==> config.mk <==
export PLATFORM = sky130hd
export DESIGN_NAME = packed_glyph_rasterizer
export DESIGN_NICKNAME = d
export VERILOG_FILES = /design/src/rtl/core/pgr_pkg.sv /design/src/rtl/core/packed_glyph_rasterizer.sv /design/src/rtl/core/pgr_lane.sv /design/src/rtl/core/pgr_serializer.sv
export SDC_FILE = /design/constraint.sdc
export NUM_CORES = 1
export LEC_CHECK = 0
export BUFFER_PORTS_ARGS = -buffer_cell sky130_fd_sc_hd__buf_4
export CAP_MARGIN = 30
export CORE_ASPECT_RATIO = 0.7
export CORE_MARGIN = 10
export CORE_UTILIZATION = 65
export DETAILED_ROUTE_END_ITERATION = 7
export GPL_TIMING_DRIVEN = 0
export PLACE_DENSITY = 0.9
export SETUP_SLACK_MARGIN = 0.02
export SYNTH_ARGS = -nofsm -noshare
export SYNTH_HDL_FRONTEND = slang
export SYNTH_SLANG_ARGS = --single-unit
export TNS_END_PERCENT = 50
==> constraint.sdc <==
create_clock -name clk -period 10.6 [get_ports clk]
set_clock_uncertainty 0.1 [all_clocks]
set_input_delay 1.59 -clock clk [delete_from_list [all_inputs] [get_ports clk]]
set_output_delay 1.59 -clock clk [all_outputs]
set_load 0.01 [all_outputs]
==> src/rtl/core/pgr_pkg.sv <==
// ----------------------------------------------------------------------------
// pgr_pkg
// Shared types and constants of the packed glyph rasterizer.
// ----------------------------------------------------------------------------
package pgr_pkg;

	localparam int PIXEL_BITS = 16;
	localparam int NUM_LANES  = 8;
	localparam int LANE_IDX_W = 3;
	localparam int REG_IDX_W  = 3;
	localparam int CFG_DATA_W = 16;
	localparam int OPACITY_W  = 5;
	localparam int SIZE_W     = 7;
	localparam int COORD_W    = 7;
	localparam int ALPHA_W    = 4;

	localparam logic [OPACITY_W-1:0] OPACITY_FULL = 5'd16;

	typedef enum logic [REG_IDX_W-1:0] {
		REG_SMOOTH_MODE   = 3'd0,
		REG_FG_COLOR      = 3'd1,
		REG_BG_COLOR      = 3'd2,
		REG_OPACITY       = 3'd3,
		REG_DOUBLE_ENABLE = 3'd4,
		REG_GLYPH_WIDTH   = 3'd5,
		REG_GLYPH_HEIGHT  = 3'd6
	} reg_idx_t;

	typedef struct packed {
		logic                  smooth_mode;
		logic [PIXEL_BITS-1:0] fg_color;
		logic [PIXEL_BITS-1:0] bg_color;
		logic [OPACITY_W-1:0]  opacity;
		logic                  double_enable;
		logic [SIZE_W-1:0]     glyph_width;
		logic [SIZE_W-1:0]     glyph_height;
	} pgr_cfg_t;

	typedef struct packed {
		logic [PIXEL_BITS-1:0] value;
		logic                  is_bg;
	} pgr_lane_t;

endpackage

==> src/rtl/core/packed_glyph_rasterizer.sv <==
// ----------------------------------------------------------------------------
// packed_glyph_rasterizer
// Unpacks packed glyph bytes into coordinate-tagged pixels, mono or 4-bit
// alpha, with optional 2x2 pixel doubling.
//
//   channel   direction  handshake             payload
//   in        input      in_valid / in_ready   packed_byte
//   out       output     out_valid / out_ready pixel_x, pixel_y, pixel_value,
//                                              is_background, glyph_last
//   cfg       input      cfg_we                cfg_index, cfg_data
//
// Eight lanes decode a byte in the cycle it is taken; the output stage then
// sends one pixel per cycle while not stalled: 8 pixels per mono byte, 2 per
// smooth byte, four times that with doubling, fewer on the byte that ends a glyph.
// The next byte is taken in the cycle the current one sends its final pixel.
// Reset clears the position counters and restores register defaults.
// A stalled output holds its pixel; stalls stop the walk and, in turn, input.
// ----------------------------------------------------------------------------
module packed_glyph_rasterizer
	import pgr_pkg::*;
#(
	parameter int MAX_GLYPH_WIDTH  = 64,
	parameter int MAX_GLYPH_HEIGHT = 64
) (
	input  logic                  clk,
	input  logic                  arst_n,
	input  logic                  cfg_we,
	input  logic [REG_IDX_W-1:0]  cfg_index,
	input  logic [CFG_DATA_W-1:0] cfg_data,
	input  logic                  in_valid,
	output logic                  in_ready,
	input  logic [7:0]            packed_byte,
	output logic                  out_valid,
	input  logic                  out_ready,
	output logic [COORD_W-1:0]    pixel_x,
	output logic [COORD_W-1:0]    pixel_y,
	output logic [PIXEL_BITS-1:0] pixel_value,
	output logic                  is_background,
	output logic                  glyph_last
);

	pgr_cfg_t  cfg_q;
	pgr_lane_t lane_res [NUM_LANES];
	logic      bank_free;
	logic      load;

	always_ff @(posedge clk or negedge arst_n) begin
		if (!arst_n) begin
			cfg_q.smooth_mode   <= 1'b0;
			cfg_q.fg_color      <= 16'hFFFF;
			cfg_q.bg_color      <= '0;
			cfg_q.opacity       <= OPACITY_FULL;
			cfg_q.double_enable <= 1'b0;
			cfg_q.glyph_width   <= 7'd16;
			cfg_q.glyph_height  <= 7'd16;
		end else if (cfg_we) begin
			unique case (reg_idx_t'(cfg_index))
				REG_SMOOTH_MODE:   cfg_q.smooth_mode   <= cfg_data[0];
				REG_FG_COLOR:      cfg_q.fg_color      <= cfg_data[PIXEL_BITS-1:0];
				REG_BG_COLOR:      cfg_q.bg_color      <= cfg_data[PIXEL_BITS-1:0];
				REG_OPACITY:       cfg_q.opacity       <= cfg_data[OPACITY_W-1:0];
				REG_DOUBLE_ENABLE: cfg_q.double_enable <= cfg_data[0];
				REG_GLYPH_WIDTH:   cfg_q.glyph_width   <= cfg_data[SIZE_W-1:0];
				REG_GLYPH_HEIGHT:  cfg_q.glyph_height  <= cfg_data[SIZE_W-1:0];
				default: ;
			endcase
		end
	end

	generate
		for (genvar l = 0; l < NUM_LANES; l++) begin : g_lane
			pgr_lane #(
				.LANE(l)
			) u_lane (
				.packed_byte(packed_byte),
				.cfg        (cfg_q),
				.result     (lane_res[l])
			);
		end
	endgenerate

	assign in_ready = bank_free;
	assign load     = in_valid && bank_free;

	pgr_serializer #(
		.MAX_GLYPH_WIDTH (MAX_GLYPH_WIDTH),
		.MAX_GLYPH_HEIGHT(MAX_GLYPH_HEIGHT)
	) u_serializer (
		.clk          (clk),
		.arst_n       (arst_n),
		.cfg          (cfg_q),
		.lane_res     (lane_res),
		.load         (load),
		.bank_free    (bank_free),
		.out_valid    (out_valid),
		.out_ready    (out_ready),
		.pixel_x      (pixel_x),
		.pixel_y      (pixel_y),
		.pixel_value  (pixel_value),
		.is_background(is_background),
		.glyph_last   (glyph_last)
	);

endmodule

==> src/rtl/core/pgr_lane.sv <==
// ----------------------------------------------------------------------------
// pgr_lane
// One pixel lane: picks its bit or nibble of the byte and forms the pixel.
// ----------------------------------------------------------------------------
module pgr_lane
	import pgr_pkg::*;
#(
	parameter int LANE = 0
) (
	input  logic [7:0] packed_byte,
	input  pgr_cfg_t   cfg,
	output pgr_lane_t  result
);

	logic                 mono_bit;
	logic [ALPHA_W-1:0]   alpha;
	logic [ALPHA_W-1:0]   alpha_scaled;
	logic [8:0]           product;

	assign mono_bit = packed_byte[LANE_IDX_W'(NUM_LANES - 1 - LANE)];

	// lane 0 takes the high nibble in smooth mode, every other lane the low one
	assign alpha   = (LANE == 0) ? packed_byte[7:4] : packed_byte[3:0];
	assign product = 9'(alpha) * 9'(cfg.opacity);

	always_comb begin
		// opacity 16 and above leaves alpha untouched
		if (cfg.opacity < OPACITY_FULL) begin
			alpha_scaled = product[7:4];
		end else begin
			alpha_scaled = alpha;
		end
		if (cfg.smooth_mode) begin
			result.value = PIXEL_BITS'(alpha_scaled);
			result.is_bg = 1'b0;
		end else if (mono_bit) begin
			result.value = cfg.fg_color;
			result.is_bg = 1'b0;
		end else begin
			result.value = cfg.bg_color;
			result.is_bg = 1'b1;
		end
	end

endmodule

==> src/rtl/core/pgr_serializer.sv <==
// ----------------------------------------------------------------------------
// pgr_serializer
// Holds one byte of lane results, walks the pixels in order, tracks the glyph
// position and drives the registered output stage.
// ----------------------------------------------------------------------------
module pgr_serializer
	import pgr_pkg::*;
#(
	parameter int MAX_GLYPH_WIDTH  = 64,
	parameter int MAX_GLYPH_HEIGHT = 64
) (
	input  logic                  clk,
	input  logic                  arst_n,
	input  pgr_cfg_t              cfg,
	input  pgr_lane_t             lane_res [NUM_LANES],
	input  logic                  load,
	output logic                  bank_free,
	output logic                  out_valid,
	input  logic                  out_ready,
	output logic [COORD_W-1:0]    pixel_x,
	output logic [COORD_W-1:0]    pixel_y,
	output logic [PIXEL_BITS-1:0] pixel_value,
	output logic                  is_background,
	output logic                  glyph_last
);

	localparam int CW  = $clog2(MAX_GLYPH_WIDTH);
	localparam int RW  = $clog2(MAX_GLYPH_HEIGHT);
	localparam int MW  = ((CW > RW) ? CW : RW) + 1;
	localparam int SW  = (MW > 8) ? MW : 8;

	pgr_lane_t             bank_s1 [NUM_LANES];
	logic                  bank_v_q;
	logic [LANE_IDX_W-1:0] idx_q;
	logic [1:0]            sub_q;
	logic [CW-1:0]         col_q;
	logic [RW-1:0]         row_q;

	logic [SW-1:0]         w_eff, h_eff, col_p1, row_p1, xe, ye, xd, yd;
	logic                  col_wrap, row_wrap, glyph_end;
	logic                  emit, last_sub, pix_done, item_done;
	logic [LANE_IDX_W-1:0] last_idx;
	pgr_lane_t             cur;

	always_comb begin
		if (cfg.glyph_width == '0) begin
			w_eff = SW'(1);
		end else if (SW'(cfg.glyph_width) > SW'(MAX_GLYPH_WIDTH)) begin
			w_eff = SW'(MAX_GLYPH_WIDTH);
		end else begin
			w_eff = SW'(cfg.glyph_width);
		end
		if (cfg.glyph_height == '0) begin
			h_eff = SW'(1);
		end else if (SW'(cfg.glyph_height) > SW'(MAX_GLYPH_HEIGHT)) begin
			h_eff = SW'(MAX_GLYPH_HEIGHT);
		end else begin
			h_eff = SW'(cfg.glyph_height);
		end
	end

	assign col_p1    = SW'(col_q) + SW'(1);
	assign row_p1    = SW'(row_q) + SW'(1);
	assign col_wrap  = col_p1 >= w_eff;
	assign row_wrap  = row_p1 >= h_eff;
	assign glyph_end = col_wrap && row_wrap;

	assign last_idx  = cfg.smooth_mode ? LANE_IDX_W'(1) : LANE_IDX_W'(NUM_LANES - 1);
	assign cur       = bank_s1[idx_q];

	assign emit      = bank_v_q && (!out_valid || out_ready);
	assign last_sub  = !cfg.double_enable || (sub_q == 2'd3);
	assign pix_done  = emit && last_sub;
	// drop the rest of the byte once the glyph is complete
	assign item_done = pix_done && (glyph_end || idx_q == last_idx);
	assign bank_free = !bank_v_q || item_done;

	assign xe = SW'(col_q);
	assign ye = SW'(row_q);
	assign xd = {xe[SW-2:0], sub_q[0]};
	assign yd = {ye[SW-2:0], sub_q[1]};

	always_ff @(posedge clk or negedge arst_n) begin
		if (!arst_n) begin
			bank_v_q <= 1'b0;
			idx_q    <= '0;
			sub_q    <= '0;
			col_q    <= '0;
			row_q    <= '0;
		end else begin
			if (load) begin
				bank_v_q <= 1'b1;
				idx_q    <= '0;
				sub_q    <= '0;
			end else if (item_done) begin
				bank_v_q <= 1'b0;
			end else if (pix_done) begin
				idx_q <= idx_q + LANE_IDX_W'(1);
				sub_q <= '0;
			end else if (emit) begin
				sub_q <= sub_q + 2'd1;
			end
			if (pix_done) begin
				if (col_wrap) begin
					col_q <= '0;
					if (row_wrap) begin
						row_q <= '0;
					end else begin
						row_q <= row_p1[RW-1:0];
					end
				end else begin
					col_q <= col_p1[CW-1:0];
				end
			end
		end
	end

	always_ff @(posedge clk) begin
		if (load) begin
			bank_s1 <= lane_res;
		end
	end

	always_ff @(posedge clk or negedge arst_n) begin
		if (!arst_n) begin
			out_valid <= 1'b0;
		end else if (emit) begin
			out_valid <= 1'b1;
		end else if (out_ready) begin
			out_valid <= 1'b0;
		end
	end

	always_ff @(posedge clk) begin
		if (emit) begin
			pixel_x       <= cfg.double_enable ? xd[COORD_W-1:0] : xe[COORD_W-1:0];
			pixel_y       <= cfg.double_enable ? yd[COORD_W-1:0] : ye[COORD_W-1:0];
			pixel_value   <= cur.value;
			is_background <= cur.is_bg;
			glyph_last    <= glyph_end && last_sub;
		end
	end

	// counters restart after the final pixel of a glyph
	a_glyph_restart: assert property (@(posedge clk) disable iff (!arst_n)
		(pix_done && glyph_end) |=> (col_q == '0 && row_q == '0))
		else $error("position counters did not restart after glyph end");

	a_idx_range: assert property (@(posedge clk) disable iff (!arst_n)
		bank_v_q |-> (idx_q <= last_idx))
		else $error("pixel index ran past the byte");

	a_no_sub_single: assert property (@(posedge clk) disable iff (!arst_n)
		(bank_v_q && !cfg.double_enable) |-> (sub_q == 2'd0))
		else $error("copy counter moved without doubling");

	a_emit_loads_out: assert property (@(posedge clk) disable iff (!arst_n)
		emit |=> out_valid)
		else $error("emitted pixel missing from output stage");

endmodule

==> run metrics, run 1 <==
Skew-Pair Late Insertion Delay 0.44 ns; synthesis warning total 0; CTS clk-pin slew, worst paths 0.07 ns; initial antenna violation count 0; Avg WL per Cell 21.9 um; CP required 10.63 ns; worst vdd ir 0.0000989 V; Hold Fails Final Rpt 0; Fill cells 841; post-CTS setup buffer count 0; RSZ-0062 raised after global routing false; Max Fclk 0.176 GHz; Net count, final 940; met1 Use GR 0.293; vias in the first global route 6887; MaxCap Viol Count 0; max-slew violation count 0; CTS buffer count 17; Synth Area in Adders 0.0650; Cell Area, Synth 0.0100 mm2; CTS HTree Levels 4; 1st-iter DRT viols 797; register area 0.00546 mm2; Post-Syn Nets 855; drt via density 6.28; Worst-Margin Slew 0.972 ns; Min-Delay Path Class reg2reg; RD Place Congestion 0.889; xor/xnor share of the synthesized area 0.0131; Worst Setup Start Kind primary input; Slew HR 0.352; Final Setup Violations 0; Worst path max stage delay 0.67 ns; Synth Instances 777; vias 6730; Post-synth EDFFs 121; Clk Tree Root Cell clkbuf_16; clock sink total 193; Worst path slowest cell buf_1; WP data arrival 5.71 ns; post_cts resized 0; Yosys reg bits 193; largest net degree at the start of global routing 73; pre-CTS setup slack 4.59 ns; die area 0.0208 mm2; dpl hpwl 15900 um; layout cells sized above 1 0.266; CP Cell Sequence buf_4, buf_2, buf_1, nand2_1, fa_1, fa_1, inv_1, ha_1, and4_4, a21oi_1, xor2_1, nor2_1, o21ai_0, o21ai_0; WS Path Type in2reg; Clock Tree Buf Depth 2; Final min period 5.68 ns; power per cell area 236 mW/mm2; area of the multi-input gates 0.00431 mm2; simple-gate share of the synthesized area 0.103; CTS tree built; Routed WL 23500 um; grt met3 use 0.0557; mux cell area share after synthesis 0.195; Final Cycle Share 0.536; num rows 37; grt total ovfl 0; post-synthesis compound-gate area fraction 0.0537; total negative slack 0 ns; Crit. End Element register; worst setup slack after layout 4.92 ns; most frequent cells in the layout 121 x edfxtp_1, 76 x mux2_2, 71 x mux2i_1; I/O Buffers 63; Post-synth ARST share 0.373; most common cell after layout, fill and taps aside edfxtp_1; first-pass GRT wire length 37200 um; # DRC 0; combinational family with the most area after synthesis multiplexers; met2 Use GR 0.376; final hold slack 0.410 ns; Tot GR Track Use 0.229; # IOs 66; core area 0.0149 mm2; sequential share of the synthesized area 0.546; Chip Height 124 um; status finished, final reports clean; worst-path fanout max 10; starting density of the core 0.671; Die Wd 168 um; hold buffers post-CTS 0; 1st-pass router iterations 5; DRT antenna net count 0; Primary FF master, synth edfxtp_1; GRT busiest layer met2; Leakage 0.00469 uW; Syn Area/Cell 12.9 um2; area delta synth->final 13.6%; Final Core Density 0.762; synth unique cells 55
[per-stage QoR]
| step | cells | area, um2 | power, uW |
|---|---|---|---|
| 2_1_floorplan | 777 | 10000 | 1750 |
| 3_3_place_gp | 1035 | 10700 | 1990 |
| 3_5_place_dp | 1037 | 10800 | 2060 |
| 4_1_cts | 1069 | 11300 | 2670 |
| 5_1_grt | 1070 | 11400 | 2810 |
| 6_report | 1071 | 11400 | 2680 |
[state kept, by name (all words and copies together), names as in the netlist]
name	cells
u_serializer.pixel_value	16
cfg_q	53
u_serializer.pixel_y	7
u_serializer.sub_q	2
u_serializer.out_valid	1
u_serializer.idx_q	3
u_serializer.bank_v_q	1
u_serializer.pixel_x	7
u_serializer.col_q	6
u_serializer.bank_s1	89
u_serializer.is_background	1
u_serializer.glyph_last	1
u_serializer.row_q	6
[power by group]
group / internal, uW / leakage [uW] / switching (uW)
registers: 1020 / 0.00198 / 114
clock network: 333 / 0.000262 / 277
logic: 423 / 0.00244 / 511
[critical path: cells and delay by family]
family                   cells  cell delay (ns)
buffers and inverters        4             1.19
XOR/XNOR                     1             0.17
AO/OA/AOI/OAI                3             1.01
adder cells (fa/ha/maj)      3             1.34
AND/OR/NAND/NOR              3             0.40
[cell families (layout without fill, tap and decap cells)]
| family | Yosys count | in the layout |
|---|---|---|
| xor gates and xnor gates | 15 | 15 |
| buffers and inverters | 63 | 161 |
| adders and majority gates | 46 | 46 |
| AOI/OAI and AO/OA | 82 | 82 |
| other | 0 | 1 |
| muxes | 164 | 164 |
| DFF | 193 | 193 |
| and+or+nand+nor | 214 | 214 |
[layer usage]
metal	routed length [um]	vias to the layer above
li1	-	2998
met1	9340	3351
met2	11600	331
met3	2100	50
met4	488	0
met5	0	-
[worst paths after layout]
kind,from,endpoint,slack [ns],cells after the start
max,packed_byte[1],u_serializer.bank_s1[52],4.92,14
min,cfg_q[0],cfg_q[0],0.41,1
max reg2reg,cfg_q[17],u_serializer.bank_s1[3],6.54,11
min reg2reg,cfg_q[0],cfg_q[0],0.41,1
max in group asynchronous,arst_n,cfg_q[42],8.99,2
min in group asynchronous,arst_n,u_serializer.row_q[2],1.04,2
[final cells by class]
type,instances,area share
Sequential cell,193,0.480
Multi-Input combinational cell,521,0.379
Timing Repair Buffer,66,0.0489
Clock buffer,21,0.0405
Tap cell,195,0.0215
Buffer,38,0.0135
Inverter,25,0.00826
Clock inverter,11,0.00771
Antenna cell,1,0.000220
[Yosys cell counts (11+ instances only)]
library cell | n | area share
mux2_2 | 76 | 0.086
o21ai_0 | 32 | 0.016
ha_1 | 36 | 0.045
nor2b_1 | 15 | 0.0094
and2_1 | 13 | 0.0081
a21oi_1 | 12 | 0.0060
dfstp_2 | 19 | 0.050
dfrtp_1 | 53 | 0.13
mux4_2 | 17 | 0.038
mux2i_1 | 71 | 0.071
edfxtp_1 | 121 | 0.36
inv_1 | 25 | 0.0094
xnor2_1 | 11 | 0.0096
nor2_1 | 69 | 0.026
clkbuf_1 | 18 | 0.0068
buf_1 | 11 | 0.0041
nand2_1 | 64 | 0.024
Note: power is estimated with default switching activity, not from simulation.
==> inputs of run 2 (changes only) <==
--- a/config.mk
+++ b/config.mk
@@ -9,10 +9,10 @@
 export CAP_MARGIN = 30
 export CORE_ASPECT_RATIO = 0.7
 export CORE_MARGIN = 10
-export CORE_UTILIZATION = 65
+export CORE_UTILIZATION = 61
 export DETAILED_ROUTE_END_ITERATION = 7
 export GPL_TIMING_DRIVEN = 0
-export PLACE_DENSITY = 0.9
+export PLACE_DENSITY = 0.85
 export SETUP_SLACK_MARGIN = 0.02
 export SYNTH_ARGS = -nofsm -noshare
 export SYNTH_HDL_FRONTEND = slang
==> constraint.sdc (replaced) <==
create_clock -name clk -period 5.95 [get_ports clk]
set_clock_uncertainty 0.1 [all_clocks]
set_input_delay 0.8925 -clock clk [delete_from_list [all_inputs] [get_ports clk]]
set_output_delay 0.8925 -clock clk [all_outputs]
set_load 0.01 [all_outputs]
==> run metrics, run 2 (synthesized netlist as in run 1, its figures left out) <==
CTS buffer count 17; met2 Use GR 0.325; Leakage 0.00470 uW; grt total ovfl 0; Largest Register u_serializer.bank_s1; Max Fclk 0.207 GHz; Largest regs u_serializer.bank_s1 x89, cfg_q x53, u_serializer.pixel_value x16; register area 0.00546 mm2; clock sink total 193; num rows 39; number of diodes 0; Clock Tree Buf Depth 2; Final Setup Violations 0; # IOs 66; area delta synth->final 14.4%; most common cell after layout, fill and taps aside edfxtp_1; worst-path fanout max 10; starting density of the core 0.617; Final min period 4.84 ns; Clk Tree Root Cell clkbuf_16; CTS tree built; Setup crit start packed_byte[1]; Tot GR Track Use 0.205; Fill cells 1120; grt met3 use 0.0468; 1st-pass router iterations 5; total negative slack 0 ns; RD Place Congestion 0.854; Final Cycle Share 0.814; vias in the first global route 6559; RSZ-0062 raised after global routing false; post_cts resized 0; drt via density 5.91; WP data arrival 4.89 ns; 1st-iter DRT viols 564; Hold Fails Final Rpt 0; largest net degree at the start of global routing 73; Avg WL per Cell 20.2 um; die area 0.0220 mm2; Min-Delay Path Class in2async; GRT busiest layer met2; Skew-Pair Late Insertion Delay 0.44 ns; area of the multi-input gates 0.00431 mm2; Worst Setup Start Kind primary input; Crit. End Element register; vias 6509; power per cell area 418 mW/mm2; layout cells sized above 1 0.268; Worst R2R Start cfg_q[17]; CTS HTree Levels 4; pre-CTS setup slack 0.693 ns; Chip Height 127 um; initial antenna violation count 0; WS Path Type in2reg; first-pass GRT wire length 35800 um; Final Instance Area 0.0114 mm2; Worst-Margin Slew 0.974 ns; dpl hpwl 15200 um; # DRC 0; placed instance area 0.0108 mm2; Die Wd 173 um; Placed Instances 1067; count of non-filler cells in the finished layout 1101; met1 Use GR 0.281; Net count, final 941; worst setup slack after layout 1.11 ns; Routed WL 22300 um; Slew HR 0.351; hold buffers post-CTS 0; post-CTS setup buffer count 0; most frequent cells in the layout 121 x edfxtp_1, 76 x mux2_2, 71 x mux2i_1; max FFs per register 89; max-slew violation count 0; status finished, final reports clean; MaxCap Viol Count 0; CTS clk-pin slew, worst paths 0.07 ns; I/O Buffers 63; worst vdd ir 0.000202 V; core area 0.0162 mm2; CP required 6.00 ns; DRT antenna net count 0
-- run 2: cell count changes in the layout (fill, tap and decap cells not counted), sizes merged --
cell    delta
diode      -1
bufinv     +1
buf        +1
inv        -1
-- run 2: worst max-delay path, cell delays in order --
cell      delay (ns)
buf_4           0.10
buf_2           0.36
buf_1           0.61
nand2_1         0.15
fa_1            0.50
fa_1            0.55
inv_1           0.05
ha_1            0.28
and4_4          0.19
a31o_1          0.24
a21o_1          0.25
a221oi_2        0.48
o21ai_0         0.22
-- run 2: path summary, 6_finish.rpt --
path	end	slack, ns	cells past startpoint
setup reg to reg	u_serializer.bank_s1[20]	1.96	11
setup / recovery	u_serializer.bank_s1[20]	1.11	13
hold / removal	u_serializer.row_q[4]	0.15	1
min in group clk	cfg_q[7]	0.44	1
max in group asynchronous	cfg_q[48]	4.99	2
hold reg to reg	cfg_q[7]	0.44	1
-- run 2: through the flow --
stage	hold WS, ns	total power, uW	util
finish	0.153	4780	0.706
global route	0.136	5040	0.706
CTS	0.426	4780	0.704
detailed placement	0.411	3650	0.668
global placement	0.396	3570	0.664
floorplan	0.380	3120	-
-- run 2: cell type report --
type / count / area share
Sequential cell: 193 / 0.477
Multi-Input combinational cell: 521 / 0.376
Timing Repair Buffer: 67 / 0.0499
Clock buffer: 21 / 0.0402
Tap cell: 225 / 0.0246
Buffer: 38 / 0.0135
Clock inverter: 11 / 0.00995
Inverter: 25 / 0.00820
-- run 2: report_power, final --
group          switching [uW]  leakage [uW]  internal (uW)
sequential                198       0.00198           1820
clock                     488      0.000274            636
combinational             882       0.00245            748
-- run 2: routing by layer --
layer	part of all wire	up-vias
met5	0	-
met3	0.069	34
met4	0.015	0
met1	0.44	3270
li1	-	2994
met2	0.47	211
